### src/rtl/lvnt_pkg.sv
// lvnt_pkg: shared types, codes and the per-lookup step table
// used by lvnt_ctrl, lvnt_datapath and the top level
package lvnt_pkg;

  localparam logic CMD_WRITE = 1'b0;
  localparam logic CMD_QUERY = 1'b1;

  localparam logic REG_OCTAVE_COUNT = 1'b0;
  localparam logic REG_VECTOR_MODE  = 1'b1;

  localparam int StoreDepth = 4096;
  localparam int WrapSteps  = 1;
  localparam int SmoothSteps = 6;
  localparam int LookSteps  = 24;

  typedef enum logic [2:0] {
    ST_CLEAR,
    ST_IDLE,
    ST_WRAP,
    ST_FIX,
    ST_SMOOTH,
    ST_LOOK,
    ST_ADV,
    ST_FINISH
  } state_e;

  typedef enum logic [2:0] {
    OP_NOP,
    OP_RD,
    OP_LZ,
    OP_LY,
    OP_LX,
    OP_ACC
  } op_e;

  typedef struct packed {
    op_e        op;
    logic [2:0] corner;
  } step_t;

  typedef struct packed {
    logic        wr_en;
    logic        clr_en;
    logic [11:0] clr_addr;
    logic        load;
    logic        wrap_step;
    logic        wrap_fin;
    logic        sm_stage1;
    logic        sm_stage2;
    logic [1:0]  sm_axis;
    op_e         op;
    logic [2:0]  corner;
    logic [1:0]  look;
    logic [3:0]  oct;
    logic        advance;
    logic        out_load;
  } ctl_t;

  // reads interleave with blends so that no two stack updates land together
  function automatic step_t look_step(input logic [4:0] idx);
    step_t s;
    s.op     = OP_NOP;
    s.corner = 3'd0;
    case (idx)
      5'd0:  begin s.op = OP_RD; s.corner = 3'd0; end
      5'd1:  begin s.op = OP_RD; s.corner = 3'd1; end
      5'd3:  s.op = OP_LZ;
      5'd4:  begin s.op = OP_RD; s.corner = 3'd2; end
      5'd5:  begin s.op = OP_RD; s.corner = 3'd3; end
      5'd7:  s.op = OP_LZ;
      5'd9:  s.op = OP_LY;
      5'd10: begin s.op = OP_RD; s.corner = 3'd4; end
      5'd11: begin s.op = OP_RD; s.corner = 3'd5; end
      5'd13: s.op = OP_LZ;
      5'd14: begin s.op = OP_RD; s.corner = 3'd6; end
      5'd15: begin s.op = OP_RD; s.corner = 3'd7; end
      5'd17: s.op = OP_LZ;
      5'd19: s.op = OP_LY;
      5'd21: s.op = OP_LX;
      5'd23: s.op = OP_ACC;
      default: s.op = OP_NOP;
    endcase
    return s;
  endfunction

endpackage

### src/rtl/lvnt_ctrl.sv
// lvnt_ctrl: sequencer for clearing, writes, octave and lookup loops,
// plus the configuration registers; depends on lvnt_pkg
module lvnt_ctrl import lvnt_pkg::*; #(
  parameter int MAX_OCTAVES = 16
) (
  input  logic       clk_i,
  input  logic       rst_ni,
  input  logic       in_valid_i,
  output logic       in_ready_o,
  input  logic       cmd_i,
  output logic       out_valid_o,
  input  logic       out_ready_i,
  input  logic       cfg_valid_i,
  output logic       cfg_ready_o,
  input  logic       cfg_index_i,
  input  logic [4:0] cfg_data_i,
  output ctl_t       ctl_o
);

  localparam logic [4:0] MaxOct = 5'(MAX_OCTAVES);

  state_e      state_q, state_d;
  logic [4:0]  step_q, step_d;
  logic [1:0]  look_q, look_d;
  logic [3:0]  oct_q, oct_d;
  logic [4:0]  cnt_q, cnt_d;
  logic [11:0] clr_q, clr_d;
  logic        out_valid_q, out_valid_d;
  logic [4:0]  oct_cfg_q;
  logic        vec_cfg_q;
  logic [4:0]  cnt_cap;
  logic [1:0]  last_look;
  logic        in_acc;
  step_t       st;

  assign cfg_ready_o = 1'b1;
  assign in_ready_o  = (state_q == ST_IDLE);
  assign out_valid_o = out_valid_q;
  assign in_acc      = in_valid_i && in_ready_o;
  assign cnt_cap     = (oct_cfg_q > MaxOct) ? MaxOct : oct_cfg_q;
  assign last_look   = vec_cfg_q ? 2'd2 : 2'd0;
  assign st          = look_step(step_q);

  always_ff @(posedge clk_i or negedge rst_ni) begin
    if (!rst_ni) begin
      oct_cfg_q <= 5'd4;
      vec_cfg_q <= 1'b0;
    end else if (cfg_valid_i) begin
      case (cfg_index_i)
        REG_OCTAVE_COUNT: oct_cfg_q <= cfg_data_i;
        REG_VECTOR_MODE:  vec_cfg_q <= cfg_data_i[0];
        default: ;
      endcase
    end
  end

  always_ff @(posedge clk_i or negedge rst_ni) begin
    if (!rst_ni) begin
      state_q     <= ST_CLEAR;
      step_q      <= '0;
      look_q      <= '0;
      oct_q       <= '0;
      cnt_q       <= '0;
      clr_q       <= '0;
      out_valid_q <= 1'b0;
    end else begin
      state_q     <= state_d;
      step_q      <= step_d;
      look_q      <= look_d;
      oct_q       <= oct_d;
      cnt_q       <= cnt_d;
      clr_q       <= clr_d;
      out_valid_q <= out_valid_d;
    end
  end

  always_comb begin
    state_d     = state_q;
    step_d      = step_q;
    look_d      = look_q;
    oct_d       = oct_q;
    cnt_d       = cnt_q;
    clr_d       = clr_q;
    out_valid_d = out_valid_q;
    if (out_valid_q && out_ready_i) begin
      out_valid_d = 1'b0;
    end

    ctl_o           = '0;
    ctl_o.op        = OP_NOP;
    ctl_o.clr_addr  = clr_q;
    ctl_o.sm_axis   = step_q[2:1];
    ctl_o.corner    = st.corner;
    ctl_o.look      = look_q;
    ctl_o.oct       = oct_q;

    case (state_q)
      ST_CLEAR: begin
        ctl_o.clr_en = 1'b1;
        clr_d = clr_q + 12'd1;
        if (clr_q == 12'(StoreDepth - 1)) begin
          state_d = ST_IDLE;
        end
      end
      ST_IDLE: begin
        if (in_acc) begin
          if (cmd_i == CMD_WRITE) begin
            ctl_o.wr_en = 1'b1;
          end else begin
            ctl_o.load = 1'b1;
            cnt_d  = cnt_cap;
            oct_d  = '0;
            step_d = '0;
            state_d = (cnt_cap == 5'd0) ? ST_FINISH : ST_WRAP;
          end
        end
      end
      ST_WRAP: begin
        ctl_o.wrap_step = 1'b1;
        step_d = step_q + 5'd1;
        if (step_q == 5'(WrapSteps - 1)) begin
          step_d  = '0;
          state_d = ST_FIX;
        end
      end
      ST_FIX: begin
        ctl_o.wrap_fin = 1'b1;
        state_d = ST_SMOOTH;
      end
      ST_SMOOTH: begin
        ctl_o.sm_stage1 = !step_q[0];
        ctl_o.sm_stage2 = step_q[0];
        step_d = step_q + 5'd1;
        if (step_q == 5'(SmoothSteps - 1)) begin
          step_d  = '0;
          look_d  = '0;
          state_d = ST_LOOK;
        end
      end
      ST_LOOK: begin
        ctl_o.op = st.op;
        step_d = step_q + 5'd1;
        if (step_q == 5'(LookSteps - 1)) begin
          step_d = '0;
          if (look_q == last_look) begin
            state_d = ST_ADV;
          end else begin
            look_d = look_q + 2'd1;
          end
        end
      end
      ST_ADV: begin
        ctl_o.advance = 1'b1;
        oct_d = oct_q + 4'd1;
        state_d = ({1'b0, oct_q} + 5'd1 == cnt_q) ? ST_FINISH : ST_SMOOTH;
      end
      ST_FINISH: begin
        if (!out_valid_q || out_ready_i) begin
          ctl_o.out_load = 1'b1;
          out_valid_d = 1'b1;
          state_d = ST_IDLE;
        end
      end
      default: state_d = ST_IDLE;
    endcase
  end

  a_clear_ends: assert property (@(posedge clk_i) disable iff (!rst_ni)
    state_q == ST_CLEAR && clr_q == 12'(StoreDepth - 1) |=> state_q == ST_IDLE)
    else $error("clear pass did not end in idle");

  a_result_held: assert property (@(posedge clk_i) disable iff (!rst_ni)
    state_q == ST_FINISH && out_valid_q && !out_ready_i |=> state_q == ST_FINISH)
    else $error("result overwrote a pending transaction");

  a_look_bound: assert property (@(posedge clk_i) disable iff (!rst_ni)
    state_q == ST_LOOK |-> look_q <= last_look)
    else $error("lookup index beyond mode");

  a_query_start: assert property (@(posedge clk_i) disable iff (!rst_ni)
    in_acc && cmd_i == CMD_QUERY && cnt_cap != 5'd0 |=> state_q == ST_WRAP)
    else $error("query did not start wrapping");

endmodule

### config.mk
export PLATFORM = sky130hd
export DESIGN_NAME = lvnt_ctrl
export DESIGN_NICKNAME = d
export VERILOG_FILES = /design/src/rtl/lvnt_pkg.sv /design/src/rtl/lvnt_ctrl.sv
export SDC_FILE = /design/constraint.sdc
export NUM_CORES = 1
export LEC_CHECK = 0
export BUFFER_PORTS_ARGS = -buffer_cell sky130_fd_sc_hd__buf_4
export CAP_MARGIN = 30
export CORE_UTILIZATION = 45
export DETAILED_ROUTE_END_ITERATION = 10
export PLACE_DENSITY = 0.75
export SETUP_SLACK_MARGIN = 0.15
export SYNTH_ARGS = -nofsm -noshare
export SYNTH_HDL_FRONTEND = slang
export SYNTH_SLANG_ARGS = --single-unit
### constraint.sdc
create_clock -name clk_i -period 3.9 [get_ports clk_i]
set_input_delay 0 -clock clk_i [delete_from_list [all_inputs] [get_ports clk_i]]
set_output_delay 0 -clock clk_i [all_outputs]
set_load 0.01 [all_outputs]
[Yosys cells after proc, flatten, opt, wreduce, memory -nomap -nowiden]
Index checks and enable logic that the tools add are counted.
Storage, ports and cells
  bits in registers: 38
  bits of input ports: 12
  output and inout bits: 38
  logic and storage cells: 116
Operators by class
  add/subtract/negate cells: 5
  order comparisons: 1
  eq/ne operators: 34
  mux-type cells: 45
  bitwise operators: 1
  reduce and logical (&&, ||, !) cells: 21
Operators with widths (count)
  $eq A5 B4 Y1 const B: 6
  $mux W3: 10
  $mux W5: 6
  $pmux W3 S8: 1
  $pmux W3 S7: 1
  $eq A5 B5 Y1 const B: 4
  $pmux W5 S4: 1
  $eq A5 B3 Y1 const B: 3
  $mux W1: 15
  $pmux W3 S5: 1
  $ne A2 B2 Y1 const B: 7
  $add A12 B1 Y12 const B: 1
  $eq A12 B12 Y1 const B: 1
  $eq A3 B3 Y1 const B: 4
  $mux W2: 6
  $logic_not A5 Y1: 2
  $reduce_and A3 Y1: 3
  $mux W4: 2
  $pmux W4 S2: 1
  $reduce_and A8 Y1: 1
  $reduce_or A8 Y1: 1
  $eq A3 B2 Y1 const B: 2
  $add A4 B1 Y5 const B: 1
  $add A5 B1 Y5 const B: 1
  other kinds (21): 26

[Logic depth before layout (Yosys ltp)]
Gate-level depths: netlist (run 1).
  word-level depth: 7
  gate-level depth with buffers: 7
  depth with buffers taken out: 7

[Worst setup path after synthesis (run 1)]
No wires, ideal clock.
  path type: register to register
  start point: register step_q[1]
  end point: register step_q[3]
  setup time: 0.118 ns
  data arrival time: 1.618 ns
  required time: 3.782 ns
  setup slack: 2.163 ns
  cell stages (with the launch flop): 8
  path buffers: 0
  period minus slack after synthesis: 1.737 ns
  path through: dfrtp_1 inv_1 ha_1 nor3b_1 o21ai_1 a21oi_2 o21ai_1 a21o_1
On the way
  word-level cells in the longest chain between the ends: 3
  elaborated cells on any way between the ends: 8
  those cells by class: add/sub: 1; eq/ne: 2; mux: 4; reduce/logical: 1
Ends and longest elaborated chain
  start: declaration: line lvnt_ctrl.sv:23  | logic [4:0] step_q, step_d;
  start signal: assignment: line lvnt_ctrl.sv:68  | step_q <= step_d;
  $add A5 B1 Y5, or another cell as far along: line lvnt_ctrl.sv:120, lvnt_ctrl.sv:133, lvnt_ctrl.sv:142
  $mux W5 (on tied branches): line lvnt_ctrl.sv:143, lvnt_ctrl.sv:121, lvnt_ctrl.sv:134
  $pmux W5 S4 *: line lvnt_ctrl.sv:97  | case (state_q)
Every way passes the cells marked *; elsewhere a longest branch is shown, timed or not.
A chain may end at the register's enable or synchronous reset.

==> results.md, run 1 <==
- MaxCap Viol Count: 0
- Leakage: 1.340 nW
- Number of fill cells: 450
- Initial Utilization: 0.4732
- CP Max Fanout: 15
- WP buf/inv: 2
- CTS root buf: clkbuf_8
- Register area share after synthesis: 0.4204
- Power Dens Cells: 591.5 mW/mm^2
- Syn nets: 265
- Worst hold path type: input pin to flop
- Synthesis-stage register bit count: 38
- Placed cell count: 349
- Met1 WL: 2.216 mm
- TritonCTS clock tree: done
- Worst path slowest cell: dfrtp_1
- Port bufs: 48
- GR Overflow Total: 0
- # setup viols final: 0
- Max Root-Sink Buffers: 2
- Simple-gate portion of the synthesized area: 0.2354
- Final Non-Filler Cells: 363
- Post-synthesis adder-cell area fraction: 0.03867
- H-Tree Depth: 2
- Area grow syn2layout: 22.04%
- Met2 WL: 2.007 mm
- Initial DRC count: 130
- First-pass GRT wire length: 7.445 mm
- Final wirelength: 4.483 mm
- Synth top cells by count: dfrtp_1, nand2_1, o21ai_0
- Vias per cell: 5.196
- Clock period minus worst slack: 2018 ps
- Main combinational cell family by area after synthesis: simple AND/OR/NAND/NOR gates
- Period utilization: 0.5175
- Setup CP Type: flop to output port
- Vias: 1886
- Fmax: 495.5 MHz
- Setup tns final: 0 ps
- Share of cells above drive strength 1: 0.2297
- Syn_area_per_cell: 9.206 um^2
- Number of flops mapped to enable cells by yosys: 0
- DRT Pass-1 Iters: 5
- Multiplexer share of the synthesized area: 0.04365
- Worst-path clk slew: 70 ps
- Unique masters post-synth: 48
- Met3 routed WL: 242 um
- Die width: 72.94 um
- DRC Markers: 0
- Detailed placement HPWL: 3.267 mm
- Hold Worst Slack: 27.52 ps
- Max_slew headroom: 0.6286
- Die Span Y: 72.94 um
- Overall die area: 0.005320 mm^2
- Complex-gate fraction of the synthesized area: 0.1376
- Global Route Usage Sum: 0.1794
- Peak supply drop: 0.2167 mV
- Reg power frac: 0.401
- Crit. End Element: output port
- Setup slack at placement: 1939 ps
- CP required: 3900 ps
- Post-DRT Antenna Nets: 0
- Largest stage delay, worst path: 650 ps
- Top Layer Used: met4
- Worst-margin pin slew: 557.2 ps
- Resized Gates After CTS: 0
- Arrival @ worst endpoint: 2020 ps
- Final nets: 314
- Vias in the first global route: 1640
- Ys async rst share: 1.000
- Worst Slack Setup Final: 1882 ps
- Initial antenna violation count: 0
- Critical path cell sequence: nor3b_2, nand3_1, inv_1, buf_4
- Final Max Tran Viols: 0
- CTS Buf Count: 5
- TritonCTS Sinks: 38
- Antenna cell count: 0
- Largest net degree at the start of global routing: 39
- Clk_lat worst skew: 280 ps
- Top cell type's share of synthesized area: 0.4088
- RSZ-0062 raised after global routing: false
- CP delay by family, top: flip-flops
- Post-Place Cell Area: 0.002624 mm^2
- Worst Setup Start Kind: flop
- Core area: 0.004786 mm^2
- Site row count: 25
- Hold Violations, Final: 0
- Ys flop type: dfrtp_1
- Status: finished, final reports clean
- Drt wl/cell: 12.35 um
- IO Count: 50
- Final Skew: 2.191 ps
- Mapped Cells: 246
- Yosys Warn Count: 0
- Finished Cell Area: 0.002764 mm^2
- Comb pwr share: 0.447
- Int Power: 978.1 uW
- Clk pwr share: 0.152
- RePlAce Congestion: 0.8165
- Post-synthesis xor/xnor area fraction: 0.06188
- Area leader, netlist: dfrtp_1
- Switching Power: 656.6 uW
- Post-CTS setup buffer count: 0
- Switching Fraction: 0.4016
- Most common cell in the netlist: dfrtp_1
- Area contributors post-synth: dfrtp_1, nand2_1, ha_1, o21ai_0, mux2_2
- Synthesized area: 0.002265 mm^2
logic make-up (layout without fill, tap and decap cells):
logic type               after synthesis  in the layout
multiplexers                           9              9
adder cells (fa/ha/maj)                7              7
XOR/XNOR                              16             16
flip-flops                            38             38
AND/OR/NAND/NOR                      100            100
other                                  1              1
AO/OA/AOI/OAI                         49             49
buffers and inverters                 26             76
metal layers:
metal  GRT usage  up-vias
met5           0        -
met4     0.03268        0
met3     0.04696        2
met2      0.2710       54
met1      0.2623      879
li1            -      951
placed cells by master (no fill, tap or decap), types with 5 or more instances in the layout:
cell type      count
a21oi_1            6
buf_4             48
clkbuf_8           5
dfrtp_1           37
dlygate4sd3_1      6
ha_1               7
inv_1             14
mux2_2             7
nand2_1           32
nand2b_1           7
nand3_1           10
nand4_1            6
nor2_1            15
nor3_1             7
o21ai_0           16
xnor2_1            8
xor2_1             8
sequential cells by signal, summed over array words and instances (netlist names):
name and count:
step_q 5, oct_q 4, out_valid_o 1, oct_cfg_q 5
state_q 3, clr_q 12, look_q 2, cnt_q 5
vec_cfg_q 1
worst reg2reg max path, stage by stage, from the launching register on:
cell and delay [ps]:
dfrtp_1 420, inv_1 110, ha_1 260, nor3b_1 280, o21ai_1 210, a21oi_2 290, o21ai_1 110, a21o_1 190
power by group through the flow:
stage / sequential, mW / clock (mW) / combinational (mW)
floorplan: 0.595 / 0 / 0.559
global placement: 0.652 / 0 / 0.717
detailed placement: 0.658 / 0 / 0.729
CTS: 0.652 / 0.258 / 0.736
global route: 0.674 / 0.273 / 0.819
finish: 0.655 / 0.249 / 0.730
stage by stage:
| stage | util | power [mW] |
|---|---|---|
| 5_1_grt | 0.5775 | 1.767 |
| 3_5_place_dp | 0.5482 | 1.387 |
| 6_report | 0.5775 | 1.635 |
| 4_1_cts | 0.5775 | 1.645 |
| 3_3_place_gp | 0.5482 | 1.369 |
| 2_1_floorplan | - | 1.154 |
path summary, 6_finish.rpt:
path	startpoint	endpoint	slack, ps	cells past startpoint
hold / removal	out_ready_i	out_valid_o	30	3
setup / recovery	state_q[0]	ctl_o[20]	1880	4
max in group asynchronous	rst_ni	oct_cfg_q[2]	3340	2
hold reg to reg	cnt_q[0]	cnt_q[0]	490	2
setup reg to reg	step_q[1]	step_q[3]	1930	7
min in group asynchronous	rst_ni	oct_cfg_q[1]	220	2
final cells by class:
| class | count | area [um^2] | area share |
|---|---|---|---|
| clock buffer | 8 | 80.08 | 0.02897 |
| timing repair buffer | 54 | 420.4 | 0.1521 |
| inverter | 14 | 52.55 | 0.01901 |
| tap | 67 | 83.83 | 0.03033 |
| multi-input combinational | 182 | 1175 | 0.4251 |
| sequential | 38 | 952.2 | 0.3445 |
timing repair:
action	4_1_cts	5_1_grt
hold buffers	6	0
endpoints found under the setup margin	0	0
endpoints found under the hold margin	43	0
Power figures use the tool's default switching activity.
==> inputs of run 2 (changes only) <==
- PLACE_DENSITY: 0.75 -> 0.78
- clock period: 3.9 -> 1.7 ns (I/O delays scaled with it)
==> run 2 against run 1 <==
Against the previous run: clock skew is 8.3 ps higher; sequential share of layout area is 5.9 points lower; non-clock buffer count is 39 higher; critical path depth is 3 higher; via count is 13% higher; flip-flop and latch count stayed put; sequential power is 120% higher; largest power group unchanged; wire length is 28% higher; setup slack worse by 1900 ps; highest routed layer unchanged; largest cell class unchanged; clock-buffer cell count is 1 lower; register-to-register slack worse by 1900 ps.
==> results.md, run 2 (same netlist as run 1, synthesis figures left out) <==
- Status: finished, final reports clean
- Final Skew: 10.49 ps
- Worst R2R Setup Slack: 30 ps
- Period utilization: 0.9875
- Post-DRT Antenna Nets: 0
- Largest stage delay, worst path: 440 ps
- Pwr Total: 4.876 mW
- Hold Path End: vec_cfg_q
- Max Root-Sink Buffers: 2
- Finished Cell Area: 0.003369 mm^2
- MaxCap Viol Count: 0
- Hold Startpoint: cfg_valid_i
- Hold Violations, Final: 0
- First-pass GRT wire length: 8.721 mm
- Biggest register: clr_q
- Final wirelength: 5.721 mm
- Fmax: 595.7 MHz
- Most frequent cells in the layout: buf_4, nand2_1, dfrtp_1, o21ai_0, nor2_1
- TritonCTS Sinks: 38
- Util after Layout: 0.7041
- Post-Place Cell Area: 0.002776 mm^2
- Largest net degree at the start of global routing: 39
- Number of fill cells: 374
- Worst path slowest cell: dfrtp_2
- Vias per cell: 5.308
- Power Dens Cells: 1447 mW/mm^2
- Share of cells above drive strength 1: 0.4567
- Peak supply drop: 0.6120 mV
- Drt wl/cell: 14.23 um
- Worst r2r src: step_q[0]
- Worst-path clk slew: 80 ps
- DRT Pass-1 Iters: 4
- Initial Utilization: 0.4732
- # setup viols final: 0
- CTS Buf Count: 5
- CP required: 1700 ps
- CTS root buf: clkbuf_8
- Placed cell count: 364
- Site row count: 25
- Commonest non-fill, non-tap cell in the layout: buf_4
- Crit. End Element: output port
- Leakage: 1.570 nW
- Detailed placement HPWL: 3.664 mm
- TritonCTS clock tree: done
- Critical path's most frequent cell: buf_4
- Final Max Tran Viols: 0
- Antenna cell count: 0
- CP Max Fanout: 7
- End of the worst register-to-register path: step_q[3]
- Area grow syn2layout: 48.78%
- RePlAce Congestion: 0.9312
- Critical path cell sequence: buf_6, ha_4, buf_4, mux2i_1, o32a_1, nor2_1, buf_4
- Worst hold path type: input pin to flop
- Initial antenna violation count: 0
- Storage cell area: 962.2 um^2
- Multi-input logic area: 0.001419 mm^2
- Arrival @ worst endpoint: 1680 ps
- Clk_lat worst skew: 290 ps
- Worst hold path depth: 3
- GR Overflow Total: 0
- IO Count: 50
- DRC Markers: 0
- H-Tree Depth: 2
- Final Non-Filler Cells: 402
- Core area: 0.004786 mm^2
- Vias: 2134
- Port bufs: 48
- Die width: 72.94 um
- Max reg flops: 12
- Die Span Y: 72.94 um
- Global Route Usage Sum: 0.2118
- Clock period minus worst slack: 1679 ps
- Initial DRC count: 56
- Setup CP Type: flop to output port
- Overall die area: 0.005320 mm^2
- RSZ-0062 raised after global routing: true
- Worst Setup Start Kind: flop
- Reg2Reg Depth: 8
- Vias in the first global route: 1959
- Setup tns final: 0 ps
- Final nets: 353
## run 2: cell count changes in the layout (fill, tap and decap cells not counted), sizes merged
| cell | change |
|---|---|
| inv | -1 |
| clkbuf | -1 |
| clkinv | +1 |
| clkinvlp | +1 |
| buf | +38 |
| dlygate4sd3 | +1 |
## run 2: worst max-delay path by stage
stage	start	to	slack [ps]	depth (start not counted)
floorplan	step_q[1]	step_q[3]	140	7
global route	step_q[1]	ctl_o[12]	-60	7
finish	step_q[1]	ctl_o[12]	20	7
CTS	step_q[1]	step_q[3]	50	7
detailed placement	step_q[1]	step_q[3]	-30	7
global placement	step_q[1]	step_q[3]	80	7
## run 2: what timing repair did
item,in CTS,in global routing
endpoints found under the setup margin,22,25
hold buffers,7,0
pin swaps,4,17
hold endpoints to repair,44,0
resized for setup,27,39
setup buffers,11,12
## run 2: power by group
group | total (mW) | switching [mW] | internal (mW)
logic | 2.79 | 1.34 | 1.45
clock network | 0.646 | 0.319 | 0.327
registers | 1.44 | 0.305 | 1.13
## run 2: final cells by class
cell class / count / share of cell area
clock inverter: 1 / 0.001485
clock buffer: 7 / 0.02562
multi-input combinational: 182 / 0.4211
timing repair buffer: 93 / 0.2232
tap: 67 / 0.02488
inverter: 14 / 0.01820
sequential: 38 / 0.2856
## run 2: per-layer routing
layer / routed length [um] / part of all wire / GRT usage
met3: 340 / 0.059 / 0.04834
met5: 0 / 0 / 0
met1: 2454 / 0.43 / 0.2780
met4: 57 / 0.010 / 0.06100
met2: 2868 / 0.50 / 0.3510
## run 2: metrics by stage
step	setup WS (ps)	hold WS [ps]
floorplan	139.2	-295.6
global placement	84.40	-4.807
detailed placement	-28.97	-6.475
CTS	54.32	46.46
global route	-59.98	50.16
finish	21.30	50.33
## run 2: worst max-delay path, delay by kind of cell, from the launching register on
family | cells | cell delay, ps
AO/OA/AOI/OAI | 1 | 180
adder cells (fa/ha/maj) | 1 | 170
buffers and inverters | 3 | 410
flip-flops | 1 | 440
multiplexers | 1 | 150
AND/OR/NAND/NOR | 1 | 40
